$ cat src/rtl/gnos_ram.sv
// ----------------------------------------------------------------------------
// gnos_ram: generic single-write, single-read memory
// One write port and one read port with registered read data.
// ----------------------------------------------------------------------------
module gnos_ram #(
  parameter int Width = 8,
  parameter int Depth = 256
) (
  input  logic                     clk_i,
  input  logic                     we_i,
  input  logic [$clog2(Depth)-1:0] waddr_i,
  input  logic [Width-1:0]         wdata_i,
  input  logic [$clog2(Depth)-1:0] raddr_i,
  output logic [Width-1:0]         rdata_o
);

  logic [Width-1:0] mem_q [Depth];
  logic [Width-1:0] rdata_q;

  // Write port.
  always_ff @(posedge clk_i) begin
    if (we_i) begin
      mem_q[waddr_i] <= wdata_i;
    end
  end

  // Registered read port.
  always_ff @(posedge clk_i) begin
    rdata_q <= mem_q[raddr_i];
  end

  assign rdata_o = rdata_q;

endmodule

$ cat config.mk
export PLATFORM = sky130hd
export DESIGN_NAME = gnos_ram
export DESIGN_NICKNAME = d
export VERILOG_FILES = /design/src/rtl/gnos_ram.sv
export SDC_FILE = /design/constraint.sdc
export NUM_CORES = 2
export LEC_CHECK = 0
export BUFFER_PORTS_ARGS = -buffer_cell sky130_fd_sc_hd__buf_2
export CAP_MARGIN = 5
export CORE_UTILIZATION = 57
export DETAILED_ROUTE_END_ITERATION = 7
export PLACE_DENSITY = 0.8
export SYNTH_ARGS = -nofsm -noshare
export SYNTH_HDL_FRONTEND = slang
export SYNTH_SLANG_ARGS = --single-unit
export TNS_END_PERCENT = 30
$ cat constraint.sdc
create_clock -name clk_i -period 2.2 [get_ports clk_i]
set_input_delay 0.33 -clock clk_i [delete_from_list [all_inputs] [get_ports clk_i]]
set_output_delay 0.33 -clock clk_i [all_outputs]
set_load 0.02 [all_outputs]
# Yosys cells after proc, flatten, opt, wreduce, memory -nomap -nowiden
# Memory sizes are Yosys's and may differ from the RTL's. A register that Yosys moved wholly into a read port is not among the register bits.
# Cells that the tools add are included.
[totals]
word_cells = 3
romBits = 0
output_inout_bits = 8
memories = 1
ram_bits = 2048
latchBits = 0
inputBits = 26
reg_bits = 0
[memory_table]
columns = ["memory", "words", "word_bits", "rd", "rd_ports_with_merged_regs", "write_ports", "line_no", "source"]
rows = [
  ["mem_q", 256, 8, 1, 1, 1, "17", "logic [Width-1:0] mem_q [Depth];"],
]
[classes]
n_mux = 2
bitwise = 0
n_div = 0
mul = 0
eq_ne = 0
order_cmp = 0
n_shift = 0
n_addsub = 0
n_reduce_logical = 0
[ops]
columns = ["cell", "count"]
rows = [
  ["1-bit 2-to-1 mux", 2],
]

# Longest topological paths before layout
[logic_depth]
word_depth = 2
ltp_mapped = 11
ltp_nobuf = 6

# Worst setup path before layout
# Ideal clock, no wire load.
[synth_timing]
path_type = "in2reg"
from = "in raddr_i[0]"
to = "reg rdata_q[2], in the netlist rdata_o[2], read port of mem_q"
path_stages = 9
required_ps = 2069
setup_ps = 131
path_buffers = 4
t_arrival_ps = 2137
path_slack_ps = -68
path_cell_list = "buf_6 -> buf_12 -> buf_8 -> buf_2 -> mux4_2 -> a22oi_1 -> a21oi_1 -> nor4_1 -> nor4_2"
[synth_rtl]
columns = ["item", "line_no", "source"]
rows = [
  ["start: declaration", "13", "input logic [$clog2(Depth)-1:0] raddr_i,"],
  ["end: declaration", "18", "logic [Width-1:0] rdata_q;"],
]

==> flow_summary.json <==
{
  "status": "complete, but fails checks",
  "violations": "negative setup slack",
  "multi_input_area_um2": 16900,
  "cts_tree": "built",
  "clock_sinks": 2056,
  "ant_nets": 0,
  "grt-ovfl-total": 0,
  "power_mw": 80.3,
  "power.net_switching_mw": 17.5,
  "drtIter0Drc": 6891,
  "io_pins": 34,
  "clockRootBuffer": "clkbuf_16",
  "die_width_um": 376,
  "period_minus_slack_ns": 2.38,
  "place_ws_ns": -1.39,
  "setup_slack_ns": -0.179,
  "comb_power_share_pct": 6.0,
  "num_rows": 136,
  "synthesis.area_um2": 79600,
  "tns_ns": -0.588,
  "ff2ff_path_depth": 5,
  "dieArea_um2": 141000,
  "syn_area_per_cell_um2": 21.3,
  "p_int_mw": 62.8,
  "cp-endpoint": "rdata_o[2]$_DFF_P_",
  "seq_power_share_pct": 53.9,
  "gp_congestion": 0.955,
  "syn_inst": 3733,
  "numCtsBuffers": 192,
  "ys.warnings.count": 0,
  "grt_max_degree": 83,
  "hp-start": "wdata_i[7]",
  "viasPerCell": 6.74,
  "worstSkewPairLatency_ns": 0.84,
  "start_util_pct": 57.6,
  "hold_violations": 0,
  "portBuffers": 33,
  "drive_above_1_share_pct": 33.6,
  "critPathArrivalTime_ns": 3.09,
  "ff_latch_area_um2": 61700,
  "tightest_slew_ns": 1.06,
  "finalWirelength_mm": 213,
  "place_hpwl_mm": 129,
  "fin_hold_ws_ns": 0.0895,
  "finalClockSkew_ns": 0.0376,
  "fin_crit_sh_pct": 108,
  "leakage_nw": 30.6,
  "nets": 4481,
  "num_vias": 43678,
  "syn_to_final_growth_pct": 17.9,
  "synth_edf_count": 2048,
  "pwr-share-clk_pct": 40.1,
  "worstPathRequired_ns": 2.91,
  "clockBufferDepth": 3,
  "grt_first_pass_wirelength_mm": 304,
  "setup_viol": 6,
  "min_path_cells": 1,
  "gr-usage-all-layers_pct": 30.1,
  "critPathKind": "register to register",
  "ys_seq_area_share_pct": 77.5,
  "reg2reg_from": "mem_q[169][2]$_DFFE_PP_",
  "path_clk_slew_ns": 0.06,
  "worstPathMaxFanout": 1,
  "drc": 0,
  "cellPowerDensity_nw_per_um2": 856,
  "first_pass_iters": 7,
  "die_h_um": 376,
  "slew_violations": 0,
  "rsz0062_at_grt": "yes",
  "antenna_found_initial": 15,
  "r2r-end": "rdata_o[2]$_DFF_P_",
  "grt_pass1_vias": 44074,
  "wl_per_cell_um": 32.8,
  "slew_headroom_pct": 29.4,
  "yosysUniqueCellTypes": 55,
  "hold_class": "input pin to register",
  "r2r_slack_ns": -0.18,
  "swShare_pct": 21.8,
  "synthesis.nets": 3759,
  "cts_max_level": 4,
  "max_freq_mhz": 420,
  "end_kind": "register",
  "peakVddDrop_uv": 1060,
  "start_kind": "register",
  "ys_seq_elements": 2056,
  "startpoint": "mem_q[169][2]$_DFFE_PP_",
  "synth_ff_type": "edfxtp_1",
  "core_um2": 138000,
  "maxCapViolCount": 0,
  "fillers": 7913,
  "final_core_util_pct": 68.0,
  "async_flop_share_pct": 0
}
-- stage by stage --
stage	std cells	instance area [um^2]
3_3_place_gp	6114	87300
2_1_floorplan	3733	79600
4_1_cts	6472	93600
3_5_place_dp	6114	87300
6_report	6484	93800
5_1_grt	6479	93800
-- cells in the final DEF (no fill, tap or decap), drive strengths merged, types with 10 or more instances in the layout --
cell type	Yosys	layout
buf	122	750
clkinv	1	95
edfxtp	2048	2048
nand4	10	10
mux2i	134	134
bufinv	0	11
nor3	22	22
o211ai	10	10
nor2b	31	31
nand3	34	34
o221ai	47	47
nor4	27	27
o21ai	12	12
clkbuf	111	245
nand2	33	33
a21oi	96	96
mux4	456	456
a22oi	133	133
a211oi	16	16
a221oi	14	14
nor2	282	282
o22ai	28	28
-- metal layers --
layer,wire (um),vias up,global-route usage (%)
met5,78,-,0
met4,11700,14,14.6
li1,-,17137,-
met3,28700,725,7.78
met1,70800,22034,39.7
met2,101000,3768,47.2
-- final cells by class --
class / count / area share [%]
Antenna cell: 5 / 0.0133
Clock buffer: 237 / 5.41
Clock inverter: 118 / 0.986
Inverter: 2 / 0.00800
Multi-Input combinational cell: 1442 / 18.0
Sequential cell: 2056 / 65.7
Tap cell: 1863 / 2.48
Timing Repair Buffer: 761 / 7.35
-- cell usage after synthesis, drive strengths merged (2+ instances only) --
cell / number / share of area, %
a211oi: 16 / 0.15
dfxtp: 8 / 0.20
nor4: 27 / 0.24
o22a: 5 / 0.055
buf: 122 / 1.3
nor3: 22 / 0.14
clkbuf: 111 / 0.52
nand4: 10 / 0.079
or2: 4 / 0.031
a221oi: 14 / 0.16
edfxtp: 2048 / 77
mux4: 456 / 13
a2111oi: 5 / 0.066
and3b: 2 / 0.022
o211ai: 10 / 0.094
o22ai: 28 / 0.22
nor2b: 31 / 0.24
o32ai: 5 / 0.064
a22oi: 133 / 1.3
and2: 6 / 0.047
mux2i: 134 / 1.7
nand3b: 2 / 0.019
nand3: 34 / 0.21
nand2b: 8 / 0.063
a31oi: 2 / 0.016
nor2: 282 / 1.3
nand2: 33 / 0.16
o221ai: 47 / 0.53
a21oi: 96 / 0.60
o21ai: 12 / 0.075
a22o: 8 / 0.088
a311oi: 2 / 0.022
-- state kept, by name, indices dropped and copies added, names as in the netlist --
| name | flops |
|---|---|
| mem_q | 2048 |
| rdata_o | 8 |
-- kinds of logic after synthesis --
family,synth area share [%]
AND/OR/NAND/NOR,2.63
AO/OA/AOI/OAI,3.42
flip-flops,77.5
buffers and inverters,1.83
multiplexers,14.6
-- how the worst min path moves through the flow --
| stage | end | slack [ns] |
|---|---|---|
| floorplan | mem_q[0][0]$_DFFE_PP_ | 0.43 |
| global placement | mem_q[65][1]$_DFFE_PP_ | 0.76 |
| detailed placement | mem_q[83][1]$_DFFE_PP_ | 0.76 |
| CTS | mem_q[98][4]$_DFFE_PP_ | 0.07 |
| global route | mem_q[160][7]$_DFFE_PP_ | 0.09 |
| finish | mem_q[160][7]$_DFFE_PP_ | 0.09 |
-- worst max-delay path, cell delays in order (launching register included) --
cell       delay (ns)
edfxtp_1         0.39
mux4_2           0.46
o21ai_0          0.72
a2111oi_2        0.23
nor3_4           0.39
nor4_2           0.06
-- power groups by stage --
| stage | Clock [mW] | Combinational, mW | Sequential (mW) |
|---|---|---|---|
| 6_report | 32.2 | 4.80 | 43.3 |
| 5_1_grt | 33.7 | 4.94 | 43.3 |
| 4_1_cts | 32.3 | 4.65 | 43.3 |
| 3_5_place_dp | 0 | 4.48 | 44.1 |
| 3_3_place_gp | 0 | 4.34 | 44.1 |
| 2_1_floorplan | 0 | 2.12 | 44.1 |
-- repair_timing --
item | CTS | global route
pin swaps | 16 | 16
resized for setup | 48 | 33
hold buffers | 3 | 0
setup endpoints to repair | 8 | 8
setup buffers | 0 | 7
endpoints found under the hold margin | 63 | 0
No activity file was read; power rests on OpenSTA's default activity.
