`src/rtl/gnos_pkg.sv`:
```
// ----------------------------------------------------------------------------
// gnos_pkg: shared types and constants for the gradient noise octave sum
// Fixed-point formats, input mode codes, register indexes, divider words and
// the gradient selection function.
// ----------------------------------------------------------------------------
package gnos_pkg;

  // Fixed-point and datapath widths.
  localparam int FRAC_BITS   = 16;
  localparam int TABLE_AW    = 8;
  localparam int MAX_OCTAVES = 8;
  localparam int CW          = FRAC_BITS + TABLE_AW;  // kept coordinate bits
  localparam int DW          = 24;                    // signed datapath word
  localparam int PW          = 2 * DW;                // product word
  localparam int TW          = 44;                    // weighted sum
  localparam int AMP_W       = 17;
  localparam int MAXV_W      = 20;
  localparam int NUM_W       = TW + 1;
  localparam int DEN_W       = MAXV_W + 1;
  localparam int QUOT_W      = 17;
  localparam int OUT_W       = 16;

  localparam logic signed [DW-1:0] FX_ONE  = DW'(1 << FRAC_BITS);
  localparam logic signed [DW-1:0] FX_10   = DW'(10 << FRAC_BITS);
  localparam logic signed [DW-1:0] FX_15   = DW'(15 << FRAC_BITS);
  localparam logic signed [PW-1:0] FX_HALF = PW'(1 << (FRAC_BITS - 1));
  localparam logic [AMP_W-1:0]     AMP_ONE = AMP_W'(65536);

  // Input modes.
  localparam logic [1:0] MODE_LOAD = 2'd0;
  localparam logic [1:0] MODE_2D   = 2'd1;
  localparam logic [1:0] MODE_3D   = 2'd2;

  // Configuration register indexes.
  localparam logic CFG_OCTAVES = 1'b0;
  localparam logic CFG_PERSIST = 1'b1;

  // Divider request and response words.
  typedef struct packed {
    logic              start;
    logic [NUM_W-1:0]  num;
    logic [DEN_W-1:0]  den;
  } div_req_t;

  typedef struct packed {
    logic              done;
    logic [OUT_W-1:0]  quot;
  } div_rsp_t;

  // Dot product of one of sixteen gradient directions with a corner offset.
  function automatic logic signed [DW-1:0] grad_f(input logic [3:0] h,
                                                  input logic signed [DW-1:0] x,
                                                  input logic signed [DW-1:0] y,
                                                  input logic signed [DW-1:0] z);
    logic signed [DW-1:0] gu;
    logic signed [DW-1:0] gv;
    gu = (h < 4'd8) ? x : y;
    if (h < 4'd4) begin
      gv = y;
    end else if (h == 4'd12 || h == 4'd14) begin
      gv = x;
    end else begin
      gv = z;
    end
    if (h[0]) begin
      gu = -gu;
    end
    if (h[1]) begin
      gv = -gv;
    end
    return gu + gv;
  endfunction

endpackage

```
`src/rtl/gnos_mul.sv`:
```
// ----------------------------------------------------------------------------
// gnos_mul: shared signed multiplier
// One signed multiply per cycle with a registered product; every fade,
// interpolation, weighting and amplitude step goes through this unit.
// ----------------------------------------------------------------------------
module gnos_mul (
  input  logic                          clk_i,
  input  logic signed [gnos_pkg::DW-1:0] a_i,
  input  logic signed [gnos_pkg::DW-1:0] b_i,
  output logic signed [gnos_pkg::PW-1:0] prod_o
);
  import gnos_pkg::*;

  logic signed [PW-1:0] prod_q;

  // Product register.
  always_ff @(posedge clk_i) begin
    prod_q <= a_i * b_i;
  end

  assign prod_o = prod_q;

endmodule

```
`config.mk`:
```
export PLATFORM = sky130hd
export DESIGN_NAME = gnos_mul
export DESIGN_NICKNAME = d
export VERILOG_FILES = /design/src/rtl/gnos_pkg.sv /design/src/rtl/gnos_mul.sv
export SDC_FILE = /design/constraint.sdc
export NUM_CORES = 2
export LEC_CHECK = 0
export BUFFER_PORTS_ARGS = -buffer_cell sky130_fd_sc_hd__buf_2
export CAP_MARGIN = 20
export CORE_MARGIN = 2
export CORE_UTILIZATION = 46
export CTS_BUF_LIST = sky130_fd_sc_hd__clkbuf_8
export DETAILED_ROUTE_END_ITERATION = 16
export SYNTH_ARGS = -nofsm -noshare
export SYNTH_HDL_FRONTEND = slang
export SYNTH_SLANG_ARGS = --single-unit
```
`constraint.sdc`:
```
create_clock -name clk_i -period 7.6 [get_ports clk_i]
set_input_delay 1.52 -clock clk_i [delete_from_list [all_inputs] [get_ports clk_i]]
set_output_delay 1.52 -clock clk_i [all_outputs]
set_load 0.02 [all_outputs]
```
== Word level (Yosys, flattened, before mapping) ==
Cells that the tools add are included.
Word-level totals
  word-level logic and storage cells: 2
  output and inout port bits: 48
  register bits after elaboration: 48
  input port bits: 49
Cells by class
  $mul: 1
Operators with widths (count)
  $mul A24 B24 Y48: 1

== Longest topological paths before layout ==
  word-level depth: 1
  gate-level depth with buffers: 27
  gate-level depth less buffers: 25

== Least setup slack after synthesis ==
OpenSTA, ideal clock, no wires.
  path type: input-to-reg
  start: input a_i[23] (netlist name)
  end: register prod_q[46], in the netlist prod_o[46]
  data arrival time: 7.976 ns
  stages on the path: 22
  path buffers: 1
  path slack: -0.448 ns
  data required time: 7.528 ns
  library setup time: 0.072 ns
  path through: clkbuf_1 nand2_1 inv_1 fa_1 fa_1 inv_1 fa_1 inv_1 fa_1 fa_1 fa_1 fa_1 ha_1 a211oi_1 nand2b_1 a2111oi_0 o2111ai_1 nand2_1 o311ai_2 a211o_1 a21oi_1 xnor2_1
Between the ends
  longest elaborated chain between the ends: 1
Ends and longest elaborated chain
  from (decl): RTL line gnos_mul.sv:8  | input logic signed [gnos_pkg::DW-1:0] a_i,
  $mul A24 B24 Y48: RTL line gnos_mul.sv:18  | prod_q <= a_i * b_i;
  to (signal assigned): RTL line gnos_mul.sv:18
  to (decl): RTL line gnos_mul.sv:14  | logic signed [PW-1:0] prod_q;
Every way passes these cells.

== Worst setup path after layout ==
  start: input a_i[16] (netlist name)
  end: register prod_q[43], in the netlist prod_o[43]
The elaborated chain is that of the path after synthesis.

==> results by group <==
Die
  – Die area: 49600 µm²
  – Core Area: 47400 µm²
  – Initial Util: 0.464
  – Die X: approximately 220 µm
  – Die extent in y: approximately 220 µm
  – I/O pins: 97
  – FP Rows: 80

Worst setup path
  – Critical setup path kind: in2reg
  – Cell mode on critical path: fa_1
  – Critical path buffers and inverters: 8
  – Worst EP arrival: 7.85 ns
  – CP max stage cell: fa_1
  – Delay-heaviest family, CP: adder cells
  – Data required, critical path: roughly 7.9 ns
  – CP Max Fanout: 8
  – CP Launch Type: primary input
  – CP peak stage delay: between 0.5 and 0.6 ns
  – CP endpoint kind: flop

STA
  – Worst-Margin Slew: 0.535 ns
  – FMAX: 132 MHz
  – Post-layout min period: 7.56 ns
  – Fin Hold WS: 1.49 ns
  – Crit share post-route: 0.994
  – Final Max Slew Viols: 0
  – Slew HR: 0.641
  – Hold Vio Cnt, Final: 0
  – Final setup fails: 0
  – RSZ-0062 raised after global routing: true

Routing
  – Post-route DRC: 0
  – Iteration-0 DRC Markers: 734
  – Vias per cell: approximately 5
  – ANT nets after route: 0
  – Wire per inst: 18.7 µm
  – Vias after detailed routing: 16.0k
  – DRT Pass-1 Iters: 5
  – Routed WL: 59800 µm

Final layout
  – Commonest non-fill, non-tap cell in the layout: fa_1
  – Most frequent cells in the layout: fa_1, inv_1, nand2_1
  – Largest register FFs: 48
  – Final #Nets: ~3.4k
  – Syn-to-layout area delta: 18.2%
  – Share of cells above drive strength 1: 0.200
  – Final core occ: 0.549

Clocking
  – CTS root buf: clkbuf_8
  – Clock transition at path regs: 0.14 ns
  – Clk buf depth: 2
  – CTS Sinks: 48
  – Hold_buf cts: 0
  – TritonCTS buffer count: 5
  – Htree depth: 2
  – CTS tree: built

Placed design
  – Placed wire-length estimate: 53500 µm
  – IO Port Bufs: 96
  – RD Place Congestion: 0.887

Global route
  – Vias in the first global route: 18.4k
  – Pin count of the biggest net entering global routing: 18
  – Antenna violations before repair: 2
  – GRT Overall Usage: 0.256
  – Overflow after GRT: 0
  – First-pass GRT wire length: 97300 µm

Synthesis
  – Synth warn: 0
  – Most common flop cell mapped by yosys: dfxtp_1
  – Distinct cells, synth: between 50 and 60
  – Number of flops mapped to enable cells by yosys: 0
  – Synth Net Count: 3111
  – Post-synthesis sequential area ratio: 0.0436
  – Post-synthesis area per instance: 9.49 µm²
  – FFs w/ async S/R, synth: 0
  – Synth Cell Area: 22000 µm²
  – Post-Syn Instances: around 2.3k
  – Yosys reg bits: 48

Worst hold path
  – Hold crit path type: in2reg

Status
  – Status: complete, no violations

Run
  – Max-cap viol count: 0
per-layer routing:
layer,vias up,global-route usage,share of wire
li1,7156,-,-
met1,8365,0.297,0.37
met2,357,0.467,0.53
met3,125,0.0315,0.039
met4,0,0.128,0.057
met5,-,0,0
layout make-up:
cell class                 instances  area (µm²)
clock inverter                     3        47.5
antenna                            2        5.00
fill                            4301       21400
clock buffer                       5        68.8
tap                              615         769
multi-input combinational       1583       19000
inverter                         591        2230
timing repair buffer             350        2920
sequential                        48         961
path summary, 6_finish.rpt:
path,endpoint,depth (start not counted),slack (ns),start
min,prod_o[0]$_DFF_P_,3,1.49,b_i[0]
max,prod_o[43]$_DFF_P_,26,0.04,a_i[16]
logic make-up (layout without fill, tap and decap cells):
logic type / Yosys count / after routing / share of synthesized area
adder cells (fa/ha/maj): 741 / 741 / 0.628
buffers and inverters: 690 / 949 / 0.118
AND/OR/NAND/NOR: 661 / 661 / 0.148
AO/OA/AOI/OAI: 127 / 127 / 0.0404
XOR/XNOR: 54 / 54 / 0.0215
flip-flops: 48 / 48 / 0.0436
other: 0 / 2 / 0
Yosys cell counts (10+ instances only):
| cell | n | area share |
|---|---|---|
| fa_1 | 607 | 0.55 |
| inv_1 | 590 | 0.10 |
| nand2_1 | 307 | 0.052 |
| and2_1 | 274 | 0.078 |
| ha_1 | 134 | 0.076 |
| clkbuf_1 | 95 | 0.016 |
| dfxtp_1 | 48 | 0.044 |
| xnor2_1 | 43 | 0.017 |
| nor2_1 | 39 | 0.0066 |
| a21oi_1 | 37 | 0.0084 |
| o21ai_0 | 19 | 0.0043 |
| a21o_1 | 13 | 0.0044 |
| xor2_1 | 11 | 0.0044 |
| nand2b_1 | 10 | 0.0028 |
| o21bai_1 | 10 | 0.0034 |
stage by stage:
stage          instances  setup TNS [ns]  cell area (µm²)  setup slack, ns
2_1_floorplan       2321         -0.0419            22100          -0.0419
3_5_place_dp        3162          -11.81            24700           -0.730
6_report            3197               0            26000           0.0439
4_1_cts             3173               0            25200          0.00119
5_1_grt             3197           -1.07            26000           -0.167
3_3_place_gp        3162          -11.05            24700           -0.678
what timing repair did:
action,CTS,global route
pin swaps,44,103
endpoints found under the setup margin,19,20
buffers inserted,6,23
resized for setup,101,172
cloned,0,1
Power is left out: the tool's default activity adds up to more than one toggle a clock period on the data nets, which glitch-free logic cannot reach.
