### src/rtl/gnos_pkg.sv
// ----------------------------------------------------------------------------
// gnos_pkg: shared types and constants for the gradient noise octave sum
// Fixed-point formats, input mode codes, register indexes, divider words and
// the gradient selection function.
// ----------------------------------------------------------------------------
package gnos_pkg;

  // Fixed-point and datapath widths.
  localparam int FRAC_BITS   = 16;
  localparam int TABLE_AW    = 8;
  localparam int MAX_OCTAVES = 8;
  localparam int CW          = FRAC_BITS + TABLE_AW;  // kept coordinate bits
  localparam int DW          = 24;                    // signed datapath word
  localparam int PW          = 2 * DW;                // product word
  localparam int TW          = 44;                    // weighted sum
  localparam int AMP_W       = 17;
  localparam int MAXV_W      = 20;
  localparam int NUM_W       = TW + 1;
  localparam int DEN_W       = MAXV_W + 1;
  localparam int QUOT_W      = 17;
  localparam int OUT_W       = 16;

  localparam logic signed [DW-1:0] FX_ONE  = DW'(1 << FRAC_BITS);
  localparam logic signed [DW-1:0] FX_10   = DW'(10 << FRAC_BITS);
  localparam logic signed [DW-1:0] FX_15   = DW'(15 << FRAC_BITS);
  localparam logic signed [PW-1:0] FX_HALF = PW'(1 << (FRAC_BITS - 1));
  localparam logic [AMP_W-1:0]     AMP_ONE = AMP_W'(65536);

  // Input modes.
  localparam logic [1:0] MODE_LOAD = 2'd0;
  localparam logic [1:0] MODE_2D   = 2'd1;
  localparam logic [1:0] MODE_3D   = 2'd2;

  // Configuration register indexes.
  localparam logic CFG_OCTAVES = 1'b0;
  localparam logic CFG_PERSIST = 1'b1;

  // Divider request and response words.
  typedef struct packed {
    logic              start;
    logic [NUM_W-1:0]  num;
    logic [DEN_W-1:0]  den;
  } div_req_t;

  typedef struct packed {
    logic              done;
    logic [OUT_W-1:0]  quot;
  } div_rsp_t;

  // Dot product of one of sixteen gradient directions with a corner offset.
  function automatic logic signed [DW-1:0] grad_f(input logic [3:0] h,
                                                  input logic signed [DW-1:0] x,
                                                  input logic signed [DW-1:0] y,
                                                  input logic signed [DW-1:0] z);
    logic signed [DW-1:0] gu;
    logic signed [DW-1:0] gv;
    gu = (h < 4'd8) ? x : y;
    if (h < 4'd4) begin
      gv = y;
    end else if (h == 4'd12 || h == 4'd14) begin
      gv = x;
    end else begin
      gv = z;
    end
    if (h[0]) begin
      gu = -gu;
    end
    if (h[1]) begin
      gv = -gv;
    end
    return gu + gv;
  endfunction

endpackage

### src/rtl/gnos_div.sv
// ----------------------------------------------------------------------------
// gnos_div: iterative restoring divider
// Produces one quotient bit per cycle and saturates to the 16-bit range.
// ----------------------------------------------------------------------------
module gnos_div (
  input  logic                clk_i,
  input  logic                rst_ni,
  input  gnos_pkg::div_req_t  req_i,
  output gnos_pkg::div_rsp_t  rsp_o
);
  import gnos_pkg::*;

  localparam int HI_W  = NUM_W - QUOT_W;
  localparam int CNT_W = $clog2(QUOT_W + 1);

  logic              busy_q;
  logic              done_q;
  logic              sat_q;
  logic [CNT_W-1:0]  cnt_q;
  logic [DEN_W-1:0]  rem_q;
  logic [QUOT_W-1:0] low_q;
  logic [QUOT_W-1:0] quot_q;
  logic [HI_W-1:0]   hi;
  logic [DEN_W:0]    rem_sh;
  logic              qbit;
  logic [DEN_W:0]    rem_sub;

  // Upper part of the dividend decides saturation up front.
  assign hi      = req_i.num[NUM_W-1:QUOT_W];
  assign rem_sh  = {rem_q, low_q[QUOT_W-1]};
  assign qbit    = rem_sh >= {1'b0, req_i.den};
  assign rem_sub = rem_sh - {1'b0, req_i.den};

  // Control and shift registers for the bit-per-cycle loop.
  always_ff @(posedge clk_i or negedge rst_ni) begin
    if (!rst_ni) begin
      busy_q <= 1'b0;
      done_q <= 1'b0;
      sat_q  <= 1'b0;
      cnt_q  <= '0;
    end else begin
      done_q <= 1'b0;
      if (req_i.start) begin
        if (hi >= HI_W'(req_i.den)) begin
          sat_q  <= 1'b1;
          done_q <= 1'b1;
          busy_q <= 1'b0;
        end else begin
          sat_q  <= 1'b0;
          rem_q  <= hi[DEN_W-1:0];
          low_q  <= req_i.num[QUOT_W-1:0];
          quot_q <= '0;
          cnt_q  <= CNT_W'(QUOT_W);
          busy_q <= 1'b1;
        end
      end else if (busy_q) begin
        rem_q  <= qbit ? rem_sub[DEN_W-1:0] : rem_sh[DEN_W-1:0];
        low_q  <= {low_q[QUOT_W-2:0], 1'b0};
        quot_q <= {quot_q[QUOT_W-2:0], qbit};
        cnt_q  <= cnt_q - 1'b1;
        if (cnt_q == CNT_W'(1)) begin
          busy_q <= 1'b0;
          done_q <= 1'b1;
        end
      end
    end
  end

  assign rsp_o.done = done_q;
  assign rsp_o.quot = (sat_q || quot_q[QUOT_W-1]) ? {OUT_W{1'b1}} : quot_q[OUT_W-1:0];

endmodule

### config.mk
export PLATFORM = sky130hd
export DESIGN_NAME = gnos_div
export DESIGN_NICKNAME = d
export VERILOG_FILES = /design/src/rtl/gnos_pkg.sv /design/src/rtl/gnos_div.sv
export SDC_FILE = /design/constraint.sdc
export NUM_CORES = 1
export LEC_CHECK = 0
export BUFFER_PORTS_ARGS = -buffer_cell sky130_fd_sc_hd__buf_2
export CELL_PAD_IN_SITES_DETAIL_PLACEMENT = 1
export CELL_PAD_IN_SITES_GLOBAL_PLACEMENT = 1
export CORE_UTILIZATION = 47
export DETAILED_ROUTE_END_ITERATION = 7
export GPL_TIMING_DRIVEN = 1
export PLACE_DENSITY = 0.91
export SLEW_MARGIN = 10
export SYNTH_ARGS = -nofsm -noshare
export SYNTH_HDL_FRONTEND = slang
export SYNTH_SLANG_ARGS = --single-unit
### constraint.sdc
create_clock -name clk_i -period 5.4 [get_ports clk_i]
set_input_delay 0.54 -clock clk_i [delete_from_list [all_inputs] [get_ports clk_i]]
set_output_delay 0.54 -clock clk_i [all_outputs]
set_load 0.03 [all_outputs]
Word level (Yosys, flattened, before mapping)

Cells that the tools add are included.

Add/sub/neg operators: 2
$mul: 0
Div/mod/pow operators: 0
Order comparisons: 2
Equality and inequality tests: 2
Shifts and indexed selects: 0
Mux-type cells: 22
Bitwise logic cells: 0
Reductions and logical operators: 4

Operator list:

| cell                | count |
|---|---|
| $mux 17             | 6 |
| $mux 21             | 4 |
| $ge 28x21->1        | 1 |
| $ge 22x21->1        | 1 |
| $sub 21x21->21      | 1 |
| $mux 16             | 1 |
| $mux 5              | 3 |
| $mux 1              | 8 |
| $eq 5x1->1 const B  | 1 |
| $sub 5x1->5 const B | 1 |
| $reduce_and 3->1    | 1 |
| $ne 2x2->1 const B  | 1 |
| $reduce_and 2->1    | 1 |
| $reduce_bool 2->1   | 1 |
| $logic_or 1x1->1    | 1 |

Register bits: 63
Latch bits: 0
Memory bits (writable): 0
Memory bits (read-only): 0
Input bits: 69
Output and inout port bits: 17
Word-level logic and storage cells: 39
Memories: 0

Depth between registers and ports, before layout

Depth in word-level cells: 4
Gate-level depth with buffers: 12
Mapped depth without buffers: 11

Worst setup path after synthesis

Ideal clock, no wire load.

Path type: in2reg
Start point: in req_i[17] (netlist bit)
End point: reg low_q[0] (enable)
Setup time: 0.417 ns
Arrival time: 3.563 ns
Path slack: 1.421 ns
Cell stages on the path: 9
Buffers on the path: 0
Cells stage by stage: inv_1 > ha_1 > a21o_1 > a21o_1 > a21o_1 > a2111oi_0 > o21ai_0 > a31oi_1 > o21a_1

Word-level cells in the longest chain between the ends: 3

Ends and longest elaborated chain:

| what                       | line           | source |
|---|---|---|
| from (decl)                | gnos_div.sv:8  | `input gnos_pkg::div_req_t req_i,` |
| $ge 28x21->1               | gnos_div.sv:44 | `if (hi >= HI_W'(req_i.den)) begin` |
| $ne 2x2->1 (no line)       | n/a            |  |
| $reduce_and 3->1 (no line) | n/a            |  |
| to (signal assigned)       | gnos_div.sv:51 | `low_q <= req_i.num[QUOT_W-1:0];` |
| to (signal assigned)       | gnos_div.sv:58 | `low_q <= {low_q[QUOT_W-2:0], 1'b0};` |
| to (decl)                  | gnos_div.sv:21 | `logic [QUOT_W-1:0] low_q;` |

No other way between the ends.
A chain may end at the register's enable or synchronous reset.

Final worst setup path

Start point: in req_i[17] (netlist bit)
End point: reg low_q[3] (enable)

The elaborated chain is that of the path after synthesis.

==> run_results.csv <==
group,metric,value,unit
status,status,"finished clean",
floorplanning,io_pins,86,
place,dp_hpwl,8960,µm
floorplanning,dieArea,9970,µm²
timing,grt_setup_unrepaired,"false",
run,cap_violations,0,
drt,drt-initial-drc-count,121,
place,gp_congestion,0.923,
power_and_ir_drop,internal-power,0.795,mW
grt,grt_overflow,0,
timing,slew_headroom,46.6,%
floorplanning,die_w,99.9,µm
power_and_ir_drop,powerDensity,214,nW/µm²
power_and_ir_drop,seq_power_share,48.9,%
clock_tree,path_clk_slew,70,ps
layout,final_cell_mix,"85 x buf_2, 55 x edfxtp_1, 44 x ha_1, 41 x nand2_1, 26 x inv_1",
grt,track_usage,24.8,%
layout,fin_nets,635,
power_and_ir_drop,switching_power,0.320,mW
floorplanning,fp.dieH,99.9,µm
timing,fin_worst_skew,9.10,ps
timing,tightest_slew,801,ps
logic_synthesis,synthSimpleGateAreaFrac,16.1,%
clock_tree,clock_sinks,63,
clock_tree,cts-root-buf,"clkbuf_8",
logic_synthesis,synthCells,440,
layout,final_util,56.4,%
worst_setup_path,cp-end-kind,"flip-flop",
clock_tree,cts_tree,"built",
timing,tns,0,ps
logic_synthesis,yosys.area_share.xor_xnor,4.09,%
clock_tree,cts_resized,0,
logic_synthesis,synth_seq_cells,63,
logic_synthesis,synthAdderAreaFrac,12.7,%
power_and_ir_drop,power,1.11,mW
floorplanning,initial_core_util,48.7,%
logic_synthesis,synth_top_family_by_area,"compound AO/OA/AOI/OAI gates",
clock_tree,cts_hold_buf,0,
worst_setup_path,crit_path_max_fanout,35,
place,io_buffers,85,
grt,antenna_found_initial,0,
clock_tree,htree_levels,3,
grt,grt_pass1_wl,19200,µm
layout,area_delta_synth_final,15.7,%
logic_synthesis,yosys.area.top_type,"edfxtp_1",
logic_synthesis,syn-cell-area,4500,µm²
worst_setup_path,cp.required,5440,ps
power_and_ir_drop,leakagePower,2.18,nW
worst_setup_path,worstPathArrival,3680,ps
floorplanning,coreArea,9240,µm²
worst_setup_path,rr_startpoint,"low_q[16]$_DFFE_PP_",
drt,drc,0,
drt,routed_wl,11900,µm
layout,diodes,0,
floorplanning,row_count,35,
hold_path,hold_path_class,"in -> async",
timing,fmaxAchievable,275,MHz
logic_synthesis,synth-compound-area-share,17.2,%
logic_synthesis,ys.flop_type,"edfxtp_1",
power_and_ir_drop,vdd_drop_max,0.126,mV
logic_synthesis,synth.area.top_cells,"edfxtp_1 37%, ha_1 12%, dfrtp_1 4.4%",
layout,drive_gt1_share,24.0,%
power_and_ir_drop,clkPwrFrac,32.2,%
worst_setup_path,start_kind,"input pin",
logic_synthesis,syn_nets,554,
logic_synthesis,async_flop_share,12.7,%
timing,slew_viol_final,0,
clock_tree,clk_latency,350,ps
worst_setup_path,reg2regPathDepth,12,
drt,post_drt_wl_per_cell,18.2,µm
grt,grt_max_degree,72,
power_and_ir_drop,switching_share,28.7,%
worst_setup_path,regToRegEndpoint,"rem_q[19]$_DFFE_PP_",
clock_tree,cts_setup_buffers,0,
layout,n_fill_cell,1039,
drt,vias,3783,
clock_tree,cts.path.max_buffers,2,
worst_setup_path,critPathKind,"in -> reg",
timing,period_needed,3640,ps
timing,fin_crit_sh,67.3,%
worst_setup_path,regToRegSetupSlack,1820,ps
clock_tree,cts_buffers,9,
logic_synthesis,synth-seq-area-share,41.1,%
timing,hold_viol,0,
logic_synthesis,synth_top_area_share,36.7,%
logic_synthesis,synth_edf_count,55,
logic_synthesis,synthDistinctLibCells,56,
timing,setup_viol,0,
logic_synthesis,ys_warn_count,0,
drt,first_pass_iters,4,
power_and_ir_drop,power_frac_comb,18.9,%
drt,viasPerCell,5.78,
layout,layout_commonest_cell,"buf_2",
logic_synthesis,avgSynthCellArea,10.2,µm²
grt,grt_pass1_vias,3891,
drt,antenna_left,0,
logic_synthesis,synth.area.mux_share,4.89,%
[synth_stat cells (2+ instances only)]
master,count
edfxtp_1,55
ha_1,44
nand2_1,41
inv_1,26
a21oi_1,24
nor2b_1,19
a21o_1,18
or3_1,18
nand3_1,17
nor2_1,17
mux2_2,16
xnor2_1,12
clkbuf_1,11
o311ai_1,10
xor2_1,9
dfrtp_1,8
a31oi_1,7
o21ai_0,6
a221o_1,5
and3_1,5
nand2b_1,5
o21ai_1,5
and2_1,4
mux2i_1,4
nand4_1,4
nor3_1,4
o21a_1,4
buf_4,3
nor4_1,3
o21bai_1,3
a21oi_2,2
a2bb2oi_1,2
buf_1,2
buf_2,2
nor3b_1,2
o211ai_1,2
o31ai_1,2
[critical path: stages]
cell and delay, ps:
buf_2 70, inv_1 50, ha_1 320, a21o_1 180
a21o_1 170, a21o_1 170, a2111oi_0 460, o21ai_0 270
a31oi_1 520, o21a_2 600, buf_12 290
[logic make-up (layout without fill, tap and decap cells)]
kind of cell,count (synthesis),count (layout)
AO/OA/AOI/OAI,105,105
XOR/XNOR,21,21
adder cells (fa/ha/maj),45,45
buffers and inverters,44,130
flip-flops,63,63
multiplexers,20,20
AND/OR/NAND/NOR,142,142
[metrics by stage]
step	std cells	cell area [µm²]	worst slack, ps	hold slack, ps
after floorplan	440	4500	1420	244
after global placement	639	5040	1560	401
after detailed placement	639	5040	1450	401
after CTS	655	5210	1840	17.3
after global routing	655	5210	1540	25.4
final	655	5210	1760	27.4
[final cells by class]
type                       instances  area [µm²]  area share [%]
inverter                          26        97.6            1.87
sequential                        63        1850            35.6
clock buffer                      10         128            2.45
multi-input combinational        333        2470            47.5
tap                              129         161            3.10
clock inverter                     6        37.5           0.721
timing repair buffer              88         460            8.84
[flip-flops by register name, indices dropped and copies added (netlist names)]
| signal | count |
|---|---|
| rem_q | 21 |
| low_q | 17 |
| quot_q | 17 |
| cnt_q | 5 |
| busy_q | 1 |
| done_q | 1 |
| sat_q | 1 |
[power by group through the flow]
stage	logic [mW]	registers (mW)	clock network (mW)
after floorplan	0.140	0.553	0
after global placement	0.196	0.555	0
after detailed placement	0.208	0.555	0
after CTS	0.212	0.545	0.367
after global routing	0.235	0.546	0.383
final	0.211	0.545	0.359
[per-layer routing]
layer,global-route usage (%),up-vias,routed length (µm)
li1,-,1807,-
met1,32.1,1838,5410
met2,41.6,119,5720
met3,4.04,19,561
met4,9.84,0,236
met5,0,-,0
[how the worst max path moves through the flow]
stage | slack, ps | startpoint | end
after floorplan | 1420 | req_i[17] | low_q[0]$_SDFFCE_PN0P_
after global placement | 1560 | req_i[17] | low_q[0]$_SDFFCE_PN0P_
after detailed placement | 1450 | req_i[17] | low_q[5]$_DFFE_PP_
after CTS | 1840 | low_q[16]$_DFFE_PP_ | rem_q[19]$_DFFE_PP_
after global routing | 1540 | req_i[17] | low_q[9]$_DFFE_PP_
final | 1760 | req_i[17] | low_q[3]$_DFFE_PP_
Power figures use the tool's default switching activity.
